## src/oale_pkg.sv

```systemverilog
// Shared codes and controller/datapath interface types for the ordered list engine.
package oale_pkg;

  localparam logic [2:0] REQ_GET    = 3'd0;
  localparam logic [2:0] REQ_SET    = 3'd1;
  localparam logic [2:0] REQ_INSERT = 3'd2;
  localparam logic [2:0] REQ_DELETE = 3'd3;
  localparam logic [2:0] REQ_SEARCH = 3'd4;

  localparam logic [1:0] ST_OK        = 2'd0;
  localparam logic [1:0] ST_BAD_INDEX = 2'd1;
  localparam logic [1:0] ST_FULL      = 2'd2;
  localparam logic [1:0] ST_EMPTY     = 2'd3;

  localparam int unsigned DataW = 32;

  typedef enum logic [1:0] {
    PTR_POS,
    PTR_POS_INC,
    PTR_LAST,
    PTR_ZERO
  } ptr_sel_e;

  typedef struct packed {
    logic     latch;
    logic     ptr_load;
    ptr_sel_e ptr_sel;
    logic     ptr_step;
    logic     rd_en;
    logic     commit;
    logic     wr_val;
    logic     cnt_inc;
    logic     cnt_dec;
    logic     cap_rd;
  } dp_cmd_t;

  typedef struct packed {
    logic [2:0] req_type;
    logic       pos_lt_n;
    logic       pos_eq_n;
    logic       pos_last;
    logic       full;
    logic       empty;
    logic       at_end;
    logic       rvalid;
  } dp_stat_t;

endpackage

```

## src/oale_dpath.sv

```systemverilog
// Datapath: request registers, element store, walk pointer, length counter and result registers.
module oale_dpath import oale_pkg::*; #(
  parameter int unsigned CAPACITY = 64
) (
  input  logic                                 clk_i,
  input  logic                                 rst_ni,
  input  dp_cmd_t                              cmd_i,
  output dp_stat_t                             stat_o,
  input  logic [2:0]                           req_type_i,
  input  logic [$clog2(CAPACITY+1)-1:0]        position_i,
  input  logic signed [DataW-1:0]              item_value_i,
  output logic signed [DataW-1:0]              read_value_o,
  output logic                                 found_o,
  output logic [$clog2(CAPACITY+1)-1:0]        list_length_o
);

  localparam int unsigned IdxW  = $clog2(CAPACITY + 1);
  localparam int unsigned AddrW = $clog2(CAPACITY);

  logic [DataW-1:0] mem_q [CAPACITY];

  logic [2:0]              req_type_q;
  logic [IdxW-1:0]         pos_q;
  logic [DataW-1:0]        val_q;
  logic [IdxW-1:0]         count_q, count_d;
  logic [AddrW-1:0]        ptr_q, ptr_d;
  logic [AddrW-1:0]        raddr_q;
  logic                    rvalid_q;
  logic [DataW-1:0]        rdata_q;
  logic [DataW-1:0]        rd_val_q;
  logic                    found_q;

  logic                    is_insert;
  logic [IdxW-1:0]         end_idx;
  logic [AddrW-1:0]        waddr;

  assign is_insert = (req_type_q == REQ_INSERT);
  // insert walks down to the insert point, delete and search walk up to the last entry
  assign end_idx   = is_insert ? pos_q : (count_q - IdxW'(1));
  assign waddr     = is_insert ? (raddr_q + AddrW'(1)) : (raddr_q - AddrW'(1));

  always_comb begin
    stat_o.req_type = req_type_q;
    stat_o.pos_lt_n = (pos_q < count_q);
    stat_o.pos_eq_n = (pos_q == count_q);
    stat_o.pos_last = ((pos_q + IdxW'(1)) == count_q);
    stat_o.full     = (count_q == IdxW'(CAPACITY));
    stat_o.empty    = (count_q == '0);
    stat_o.at_end   = (IdxW'(ptr_q) == end_idx);
    stat_o.rvalid   = rvalid_q;
  end

  always_comb begin
    ptr_d = ptr_q;
    if (cmd_i.ptr_load) begin
      unique case (cmd_i.ptr_sel)
        PTR_POS:     ptr_d = AddrW'(pos_q);
        PTR_POS_INC: ptr_d = AddrW'(pos_q) + AddrW'(1);
        PTR_LAST:    ptr_d = AddrW'(count_q - IdxW'(1));
        PTR_ZERO:    ptr_d = '0;
        default:     ptr_d = '0;
      endcase
    end else if (cmd_i.ptr_step) begin
      ptr_d = is_insert ? (ptr_q - AddrW'(1)) : (ptr_q + AddrW'(1));
    end
  end

  always_comb begin
    count_d = count_q;
    if (cmd_i.cnt_inc) begin
      count_d = count_q + IdxW'(1);
    end else if (cmd_i.cnt_dec) begin
      count_d = count_q - IdxW'(1);
    end
  end

  always_ff @(posedge clk_i or negedge rst_ni) begin
    if (!rst_ni) begin
      count_q  <= '0;
      rvalid_q <= 1'b0;
    end else begin
      count_q  <= count_d;
      rvalid_q <= cmd_i.rd_en;
    end
  end

  always_ff @(posedge clk_i) begin
    ptr_q <= ptr_d;
    if (cmd_i.latch) begin
      req_type_q <= req_type_i;
      pos_q      <= position_i;
      val_q      <= item_value_i;
      rd_val_q   <= '0;
      found_q    <= 1'b0;
    end else begin
      if (cmd_i.cap_rd) begin
        rd_val_q <= rdata_q;
      end
      if (cmd_i.commit && (req_type_q == REQ_SEARCH) && (rdata_q == val_q)) begin
        found_q <= 1'b1;
      end
    end
    if (cmd_i.rd_en) begin
      raddr_q <= ptr_q;
    end
  end

  // element store: one write and one registered read per cycle
  always_ff @(posedge clk_i) begin
    if (cmd_i.rd_en) begin
      rdata_q <= mem_q[ptr_q];
    end
    if (cmd_i.wr_val) begin
      mem_q[AddrW'(pos_q)] <= val_q;
    end else if (cmd_i.commit && (req_type_q != REQ_SEARCH)) begin
      mem_q[waddr] <= rdata_q;
    end
  end

  assign read_value_o  = rd_val_q;
  assign found_o       = found_q;
  assign list_length_o = count_q;

`ifndef SYNTH
  a_commit_after_read: assert property (@(posedge clk_i) disable iff (!rst_ni)
    cmd_i.commit |-> rvalid_q)
    else $error("shift or compare without read data");
  a_count_in_range: assert property (@(posedge clk_i) disable iff (!rst_ni)
    count_q <= IdxW'(CAPACITY))
    else $error("length beyond capacity");
  a_no_grow_when_full: assert property (@(posedge clk_i) disable iff (!rst_ni)
    cmd_i.cnt_inc |-> (count_q != IdxW'(CAPACITY)))
    else $error("grow on full list");
`endif

endmodule

```

## src/oale_ctrl.sv

```systemverilog
// Controller: sequences each request over the datapath and produces status and the result strobe.
module oale_ctrl import oale_pkg::*; (
  input  logic       clk_i,
  input  logic       rst_ni,
  input  logic       start,
  output logic       busy,
  output logic       done_o,
  output logic [1:0] status_o,
  input  dp_stat_t   stat_i,
  output dp_cmd_t    cmd_o
);

  localparam logic [2:0] S_IDLE   = 3'd0;
  localparam logic [2:0] S_DECODE = 3'd1;
  localparam logic [2:0] S_RD     = 3'd2;
  localparam logic [2:0] S_RDW    = 3'd3;
  localparam logic [2:0] S_SHIFT  = 3'd4;
  localparam logic [2:0] S_DRAIN  = 3'd5;
  localparam logic [2:0] S_FINW   = 3'd6;
  localparam logic [2:0] S_REPLY  = 3'd7;

  logic [2:0] state_q, state_d;
  logic [1:0] st_q, st_d;

  always_comb begin
    state_d = state_q;
    st_d    = st_q;
    cmd_o   = '0;
    unique case (state_q)
      S_IDLE: begin
        if (start) begin
          cmd_o.latch = 1'b1;
          state_d     = S_DECODE;
        end
      end
      S_DECODE: begin
        st_d    = ST_OK;
        state_d = S_REPLY;
        unique case (stat_i.req_type)
          REQ_GET: begin
            if (stat_i.pos_lt_n) begin
              cmd_o.ptr_load = 1'b1;
              cmd_o.ptr_sel  = PTR_POS;
              state_d        = S_RD;
            end else begin
              st_d = ST_BAD_INDEX;
            end
          end
          REQ_SET: begin
            if (stat_i.pos_lt_n) begin
              cmd_o.wr_val = 1'b1;
            end else if (stat_i.pos_eq_n && !stat_i.full) begin
              cmd_o.wr_val  = 1'b1;
              cmd_o.cnt_inc = 1'b1;
            end else if (stat_i.pos_eq_n) begin
              st_d = ST_FULL;
            end else begin
              st_d = ST_BAD_INDEX;
            end
          end
          REQ_INSERT: begin
            if (!stat_i.pos_lt_n && !stat_i.pos_eq_n) begin
              st_d = ST_BAD_INDEX;
            end else if (stat_i.full) begin
              st_d = ST_FULL;
            end else if (stat_i.pos_eq_n) begin
              cmd_o.wr_val  = 1'b1;
              cmd_o.cnt_inc = 1'b1;
            end else begin
              cmd_o.ptr_load = 1'b1;
              cmd_o.ptr_sel  = PTR_LAST;
              state_d        = S_SHIFT;
            end
          end
          REQ_DELETE: begin
            if (stat_i.empty) begin
              st_d = ST_EMPTY;
            end else if (!stat_i.pos_lt_n) begin
              st_d = ST_BAD_INDEX;
            end else if (stat_i.pos_last) begin
              // delete of the last entry: nothing to move
              state_d = S_DRAIN;
            end else begin
              // pointer starts one above the hole
              cmd_o.ptr_load = 1'b1;
              cmd_o.ptr_sel  = PTR_POS_INC;
              state_d        = S_SHIFT;
            end
          end
          REQ_SEARCH: begin
            if (!stat_i.empty) begin
              cmd_o.ptr_load = 1'b1;
              cmd_o.ptr_sel  = PTR_ZERO;
              state_d        = S_SHIFT;
            end
          end
          default: begin
            st_d = ST_OK;
          end
        endcase
      end
      S_RD: begin
        cmd_o.rd_en = 1'b1;
        state_d     = S_RDW;
      end
      S_RDW: begin
        cmd_o.cap_rd = 1'b1;
        state_d      = S_REPLY;
      end
      S_SHIFT: begin
        cmd_o.commit = stat_i.rvalid;
        cmd_o.rd_en  = 1'b1;
        if (stat_i.at_end) begin
          state_d = S_DRAIN;
        end else begin
          cmd_o.ptr_step = 1'b1;
        end
      end
      S_DRAIN: begin
        cmd_o.commit = stat_i.rvalid;
        if (stat_i.req_type == REQ_INSERT) begin
          state_d = S_FINW;
        end else begin
          cmd_o.cnt_dec = (stat_i.req_type == REQ_DELETE);
          state_d       = S_REPLY;
        end
      end
      S_FINW: begin
        cmd_o.wr_val  = 1'b1;
        cmd_o.cnt_inc = 1'b1;
        state_d       = S_REPLY;
      end
      S_REPLY: begin
        state_d = S_IDLE;
      end
      default: begin
        state_d = S_IDLE;
      end
    endcase
  end

  always_ff @(posedge clk_i or negedge rst_ni) begin
    if (!rst_ni) begin
      state_q <= S_IDLE;
    end else begin
      state_q <= state_d;
    end
  end

  always_ff @(posedge clk_i) begin
    st_q <= st_d;
  end

  assign busy     = (state_q != S_IDLE);
  assign done_o   = (state_q == S_REPLY);
  assign status_o = st_q;

`ifndef SYNTH
  a_strobe_single: assert property (@(posedge clk_i) disable iff (!rst_ni)
    done_o |=> !done_o)
    else $error("result strobe longer than one cycle");
  a_accept_decodes: assert property (@(posedge clk_i) disable iff (!rst_ni)
    (start && !busy) |=> (state_q == S_DECODE))
    else $error("accepted item not decoded");
  a_idle_after_reply: assert property (@(posedge clk_i) disable iff (!rst_ni)
    done_o |=> !busy)
    else $error("controller not idle after result");
`endif

endmodule

```

## src/ordered_array_list_engine_unit.sv

```systemverilog
// Top level of the ordered list engine: controller plus datapath with the element store.
//
// Usage: drive req_type_i, position_i and item_value_i and raise start while busy is low;
// the item is taken at that clock edge. busy stays high until the result has been shown.
// The result appears on read_value_o, found_o, status_o and list_length_o for exactly one
// cycle, marked by done_o; the receiver cannot hold it off, so it must capture it then.
// A search walks the whole list, with no early exit on a hit. Busy drops in the cycle
// after done_o, and only then is a new item taken; insert, delete and search move or
// compare entries one per cycle through the store, which has one read and one write port.
// Reset (rst_ni low, asynchronous) empties the list and returns the controller to idle;
// store contents are not cleared, only positions below the length are ever read.
module ordered_array_list_engine_unit import oale_pkg::*; #(
  parameter int unsigned CAPACITY = 64
) (
  input  logic                                 clk_i,
  input  logic                                 rst_ni,
  input  logic                                 start,
  output logic                                 busy,
  input  logic [2:0]                           req_type_i,
  input  logic [$clog2(CAPACITY+1)-1:0]        position_i,
  input  logic signed [DataW-1:0]              item_value_i,
  output logic                                 done_o,
  output logic signed [DataW-1:0]              read_value_o,
  output logic                                 found_o,
  output logic [1:0]                           status_o,
  output logic [$clog2(CAPACITY+1)-1:0]        list_length_o
);

  dp_cmd_t  cmd;
  dp_stat_t stat;

  oale_ctrl u_ctrl (
    .clk_i    (clk_i),
    .rst_ni   (rst_ni),
    .start    (start),
    .busy     (busy),
    .done_o   (done_o),
    .status_o (status_o),
    .stat_i   (stat),
    .cmd_o    (cmd)
  );

  oale_dpath #(
    .CAPACITY (CAPACITY)
  ) u_dpath (
    .clk_i         (clk_i),
    .rst_ni        (rst_ni),
    .cmd_i         (cmd),
    .stat_o        (stat),
    .req_type_i    (req_type_i),
    .position_i    (position_i),
    .item_value_i  (item_value_i),
    .read_value_o  (read_value_o),
    .found_o       (found_o),
    .list_length_o (list_length_o)
  );

endmodule

```

## config.mk

```make
export PLATFORM = sky130hd
export DESIGN_NAME = ordered_array_list_engine_unit
export DESIGN_NICKNAME = d
export VERILOG_FILES = /design/src/oale_pkg.sv /design/src/oale_dpath.sv /design/src/oale_ctrl.sv /design/src/ordered_array_list_engine_unit.sv
export SDC_FILE = /design/constraint.sdc
export NUM_CORES = 2
export LEC_CHECK = 0
export ABC_AREA = 1
export BUFFER_PORTS_ARGS = -buffer_cell sky130_fd_sc_hd__buf_2
export CAP_MARGIN = 25
export CORE_AREA = 5 5 687 519
export DETAILED_ROUTE_END_ITERATION = 10
export DIE_AREA = 0 0 692 524
export PLACE_DENSITY = 0.5
export SYNTH_ARGS = -nofsm -noshare
export SYNTH_HDL_FRONTEND = slang
export SYNTH_SLANG_ARGS = --single-unit
```

## constraint.sdc

```tcl
create_clock -name clk_i -period 4.65 [get_ports clk_i]
set_input_delay 0.465 -clock clk_i [delete_from_list [all_inputs] [get_ports clk_i]]
set_output_delay 0.465 -clock clk_i [all_outputs]
set_load 0.02 [all_outputs]
```

==> impl_metrics.csv <==
group,metric,value,unit
clocking,max-clock-path-buffers,4,
global_route,antenna_found_initial,21,
status,status,"finished clean",
worst_hold_path,hp-class,"in2reg",
sta,drv_slew,0,
critical_path,crit_path_start_kind,"register",
sta,skew,0.0690,ns
floorplanning,fp.dieH,524,um
sta,slew-limit-headroom,26.3,%
power_and_ir_drop,p_leak,0.0317,uW
cells_and_area,fin_nets,6941,
synth,synth-edff-count,2136,
clocking,clock_latency,0.89,ns
critical_path,critPathKind,"reg2reg",
sta,max_freq,0.237,GHz
synth,synth_cells,6727,
synth,ys_warn_count,0,
cells_and_area,area_delta_synth_final,17.2,%
placement,dpl_worst_slack,0.614,ns
synth,syn-num-nets,6792,
floorplanning,start_util,24.9,%
worst_hold_path,min_from,"start",
routing,drtIter0Drc,8966,
critical_path,r2r_start,"u_dpath.ptr_q[1]",
synth,yosys.area.top_type,"edfxtp_1",
routing,wl,292000,um
floorplanning,ios,89,
synth,yosys_register_bits,2180,
sta,setup_slack,0.428,ns
power_and_ir_drop,power.density,595,mW/mm^2
routing,post-route-drc-count,0,
sta,grt_setup_unrepaired,"false",
cells_and_area,finalNonFillerCells,11700,
routing,wl_per_cell,24.9,um
synth,synthArstFlopShare,0.505,%
critical_path,worst_ep_required_time,5.24,ns
critical_path,arrival,4.81,ns
critical_path,crit_chain,"inv_8 -> buf_12 -> buf_4 -> o21ai_0 -> o22ai_1 -> nor2_1 -> o22ai_1 -> buf_4 -> nor2_1 -> o22ai_1",
sta,hold_viol_final,0,
critical_path,critPathSlowestCell,"edfxtp_1",
critical_path,end_kind,"register",
critical_path,crit_family,"compound AO/OA/AOI/OAI gates",
synth,synth_area_per_cell,12.9,um^2
clocking,cts_resized,0,
sta,fin_hold_ws,0.222,ns
synth,synth_top_area_share,73.8,%
synth,synthTopCellsByArea,"edfxtp_1, o21ai_0, nor2_1",
clocking,numCtsBuffers,206,
placement,placed_cells,11300,
critical_path,critPathBufInv,4,
routing,vias_per_cell,5.00,
global_route,grt_max_degree,147,
sta,fin_crit_sh,90.8,%
critical_path,crit_fanout,63,
power_and_ir_drop,peakVddDrop,0.000479,V
clocking,cts_root_buf,"clkbuf_16",
routing,antenna_left,0,
critical_path,path_common_cell,"o22ai_1",
routing,dr_total_vias,58500,
floorplanning,die_w,692,um
flow_run,maxCapViolations,0,
placement,hpwl,179000,um
clocking,clkSinkCount,2180,
synth,ys_seq_area_share,74.9,%
clocking,clk_pin_slew_worst_paths,0.07,ns
synth,ys.flop_type,"edfxtp_1",
synth,syn-cell-area,0.0869,mm^2
clocking,htreeDepth,4,
placement,place_congestion,0.909,
global_route,grt_usage,15.4,%
cells_and_area,drive_gt1_share,11.0,%
global_route,overflow,0,
global_route,grt_pass1_wl,411000,um
sta,worst_pin_slew,1.11,ns
floorplanning,dieArea,0.363,mm^2
floorplanning,rows,188,
critical_path,startpoint,"u_dpath.ptr_q[1]",
critical_path,slowest_delay,0.74,ns
sta,period_minus_slack,4.22,ns
sta,setup_tns,0,ns
placement,io_buffers,88,
synth,synth_cell_type_count,52,
routing,first_pass_iters,6,
clocking,cts_setup_buffers,0,
clocking,hold_buffers,45,
clocking,cts_tree,"built",
global_route,grt_pass1_vias,53700,
floorplanning,core-area,0.349,mm^2
sta,setup_viol,0,
[flip-flops by register name, summed over array words and instances, names as in the netlist]
register,flops
u_dpath.ptr_q,6
u_dpath.read_value_o,32
u_ctrl.status_o,2
u_dpath.raddr_q,6
u_dpath.found_o,1
u_dpath.rvalid_q,1
u_dpath.mem_q,2048
u_dpath.req_type_q,3
u_dpath.pos_q,7
u_dpath.val_q,32
u_dpath.list_length_o,7
u_ctrl.state_q,3
u_dpath.rdata_q,32
[Yosys cell counts (2+ instances only)]
| cell | n |
|---|---|
| inv_2 | 12 |
| o31ai_1 | 9 |
| o21ai_2 | 4 |
| buf_6 | 19 |
| or2_1 | 4 |
| nand3_2 | 4 |
| clkbuf_1 | 275 |
| o211ai_1 | 13 |
| o21ai_0 | 1201 |
| nor2_4 | 2 |
| buf_1 | 8 |
| a21oi_1 | 83 |
| nand2_2 | 8 |
| nor2_1 | 1398 |
| nor4_1 | 3 |
| o221ai_1 | 15 |
| nor2_2 | 8 |
| nand3_1 | 37 |
| nand2_4 | 3 |
| dfxtp_1 | 33 |
| clkinv_1 | 3 |
| xnor2_1 | 26 |
| edfxtp_1 | 2136 |
| o2111ai_1 | 7 |
| nor3_1 | 14 |
| dfrtp_1 | 11 |
| o22ai_1 | 640 |
| fa_1 | 2 |
| inv_1 | 76 |
| buf_4 | 30 |
| xor2_1 | 18 |
| nand2_1 | 315 |
| or2_0 | 5 |
| nand4_1 | 13 |
| o21ai_1 | 125 |
| buf_2 | 134 |
| ha_1 | 18 |
[worst reg2reg max path: stages, from the launching register on]
cell and delay [ns]:
edfxtp_1 0.74, inv_8 0.60, buf_12 0.44, buf_4 0.25
o21ai_0 0.11, o22ai_1 0.42, nor2_1 0.08, o22ai_1 0.55
buf_4 0.24, nor2_1 0.04, o22ai_1 0.47
[metal layers]
metal / track usage (%) / wire, um
met3: 4.06 / 33700
met5: 0 / 11
met2: 20.7 / 115000
met4: 3.62 / 6830
met1: 24.2 / 136000
[power by group]
group          leakage, uW  internal [uW]  switching [uW]  total [uW]
clock              0.00304           8920            7410       16300
combinational      0.00904           4960           15200       20100
sequential          0.0196          23500             694       24200
[cell usage in the layout, fill, tap and decap left out, types with 9 or more instances in the layout]
master         instances
xor2_1                18
clkbuf_1              46
o21ai_1              125
edfxtp_1            2136
o22ai_1              640
buf_4                164
nand2_2               24
nor2_4                69
o221ai_1              15
dfxtp_1               33
nand2_1              294
o211ai_1              13
buf_12                97
dlygate4sd3_1         45
o31ai_1                9
nor3_1                14
inv_1                 75
o21ai_0             1190
bufinv_16             13
buf_2                 89
clkinv_2              31
nor2_1              1331
clkinv_1              46
a21oi_1               82
o21ai_4               11
clkbuf_16            208
dfrtp_1               11
nand3_1               37
nand4_1               13
xnor2_1               26
ha_1                  18
inv_2                 10
[cell families after synthesis]
kind of cell / share of synthesized area, %
AND/OR/NAND/NOR: 8.15
buffers and inverters: 2.93
adder cells (fa/ha/maj): 0.305
flip-flops: 74.9
XOR/XNOR: 0.444
AO/OA/AOI/OAI: 13.3
[path summary, 6_finish.rpt]
path | endpoint | slack (ns) | depth (start not counted)
max reg2reg | u_dpath.rdata_q[18] | 0.43 | 10
min reg2reg | u_dpath.read_value_o[31] | 0.47 | 2
min | u_dpath.read_value_o[12] | 0.22 | 4
min in group asynchronous | u_dpath.list_length_o[2] | 0.52 | 3
max | u_dpath.rdata_q[18] | 0.43 | 10
max in group asynchronous | u_ctrl.state_q[1] | 3.13 | 4
[final cells by class]
type / instances / area (um^2)
clock buffers: 256 / 5410
inverters: 93 / 392
flip-flops and latches: 2180 / 65100
clock inverters: 99 / 813
multi-input cells: 3987 / 20000
diodes: 8 / 20.0
repair buffers: 408 / 4320
fillers: 35100 / 247000
well taps: 4655 / 5820
[per-stage QoR]
stage / util [%] / area [um^2] / power [uW]
finish: 29.2 / 102000 / 60600
global route: 29.2 / 102000 / 62900
CTS: 29.2 / 102000 / 60400
detailed placement: 27.3 / 95000 / 44100
global placement: 27.2 / 94700 / 44000
floorplan: - / 86900 / 34500
(Power assumes the default switching activity.)
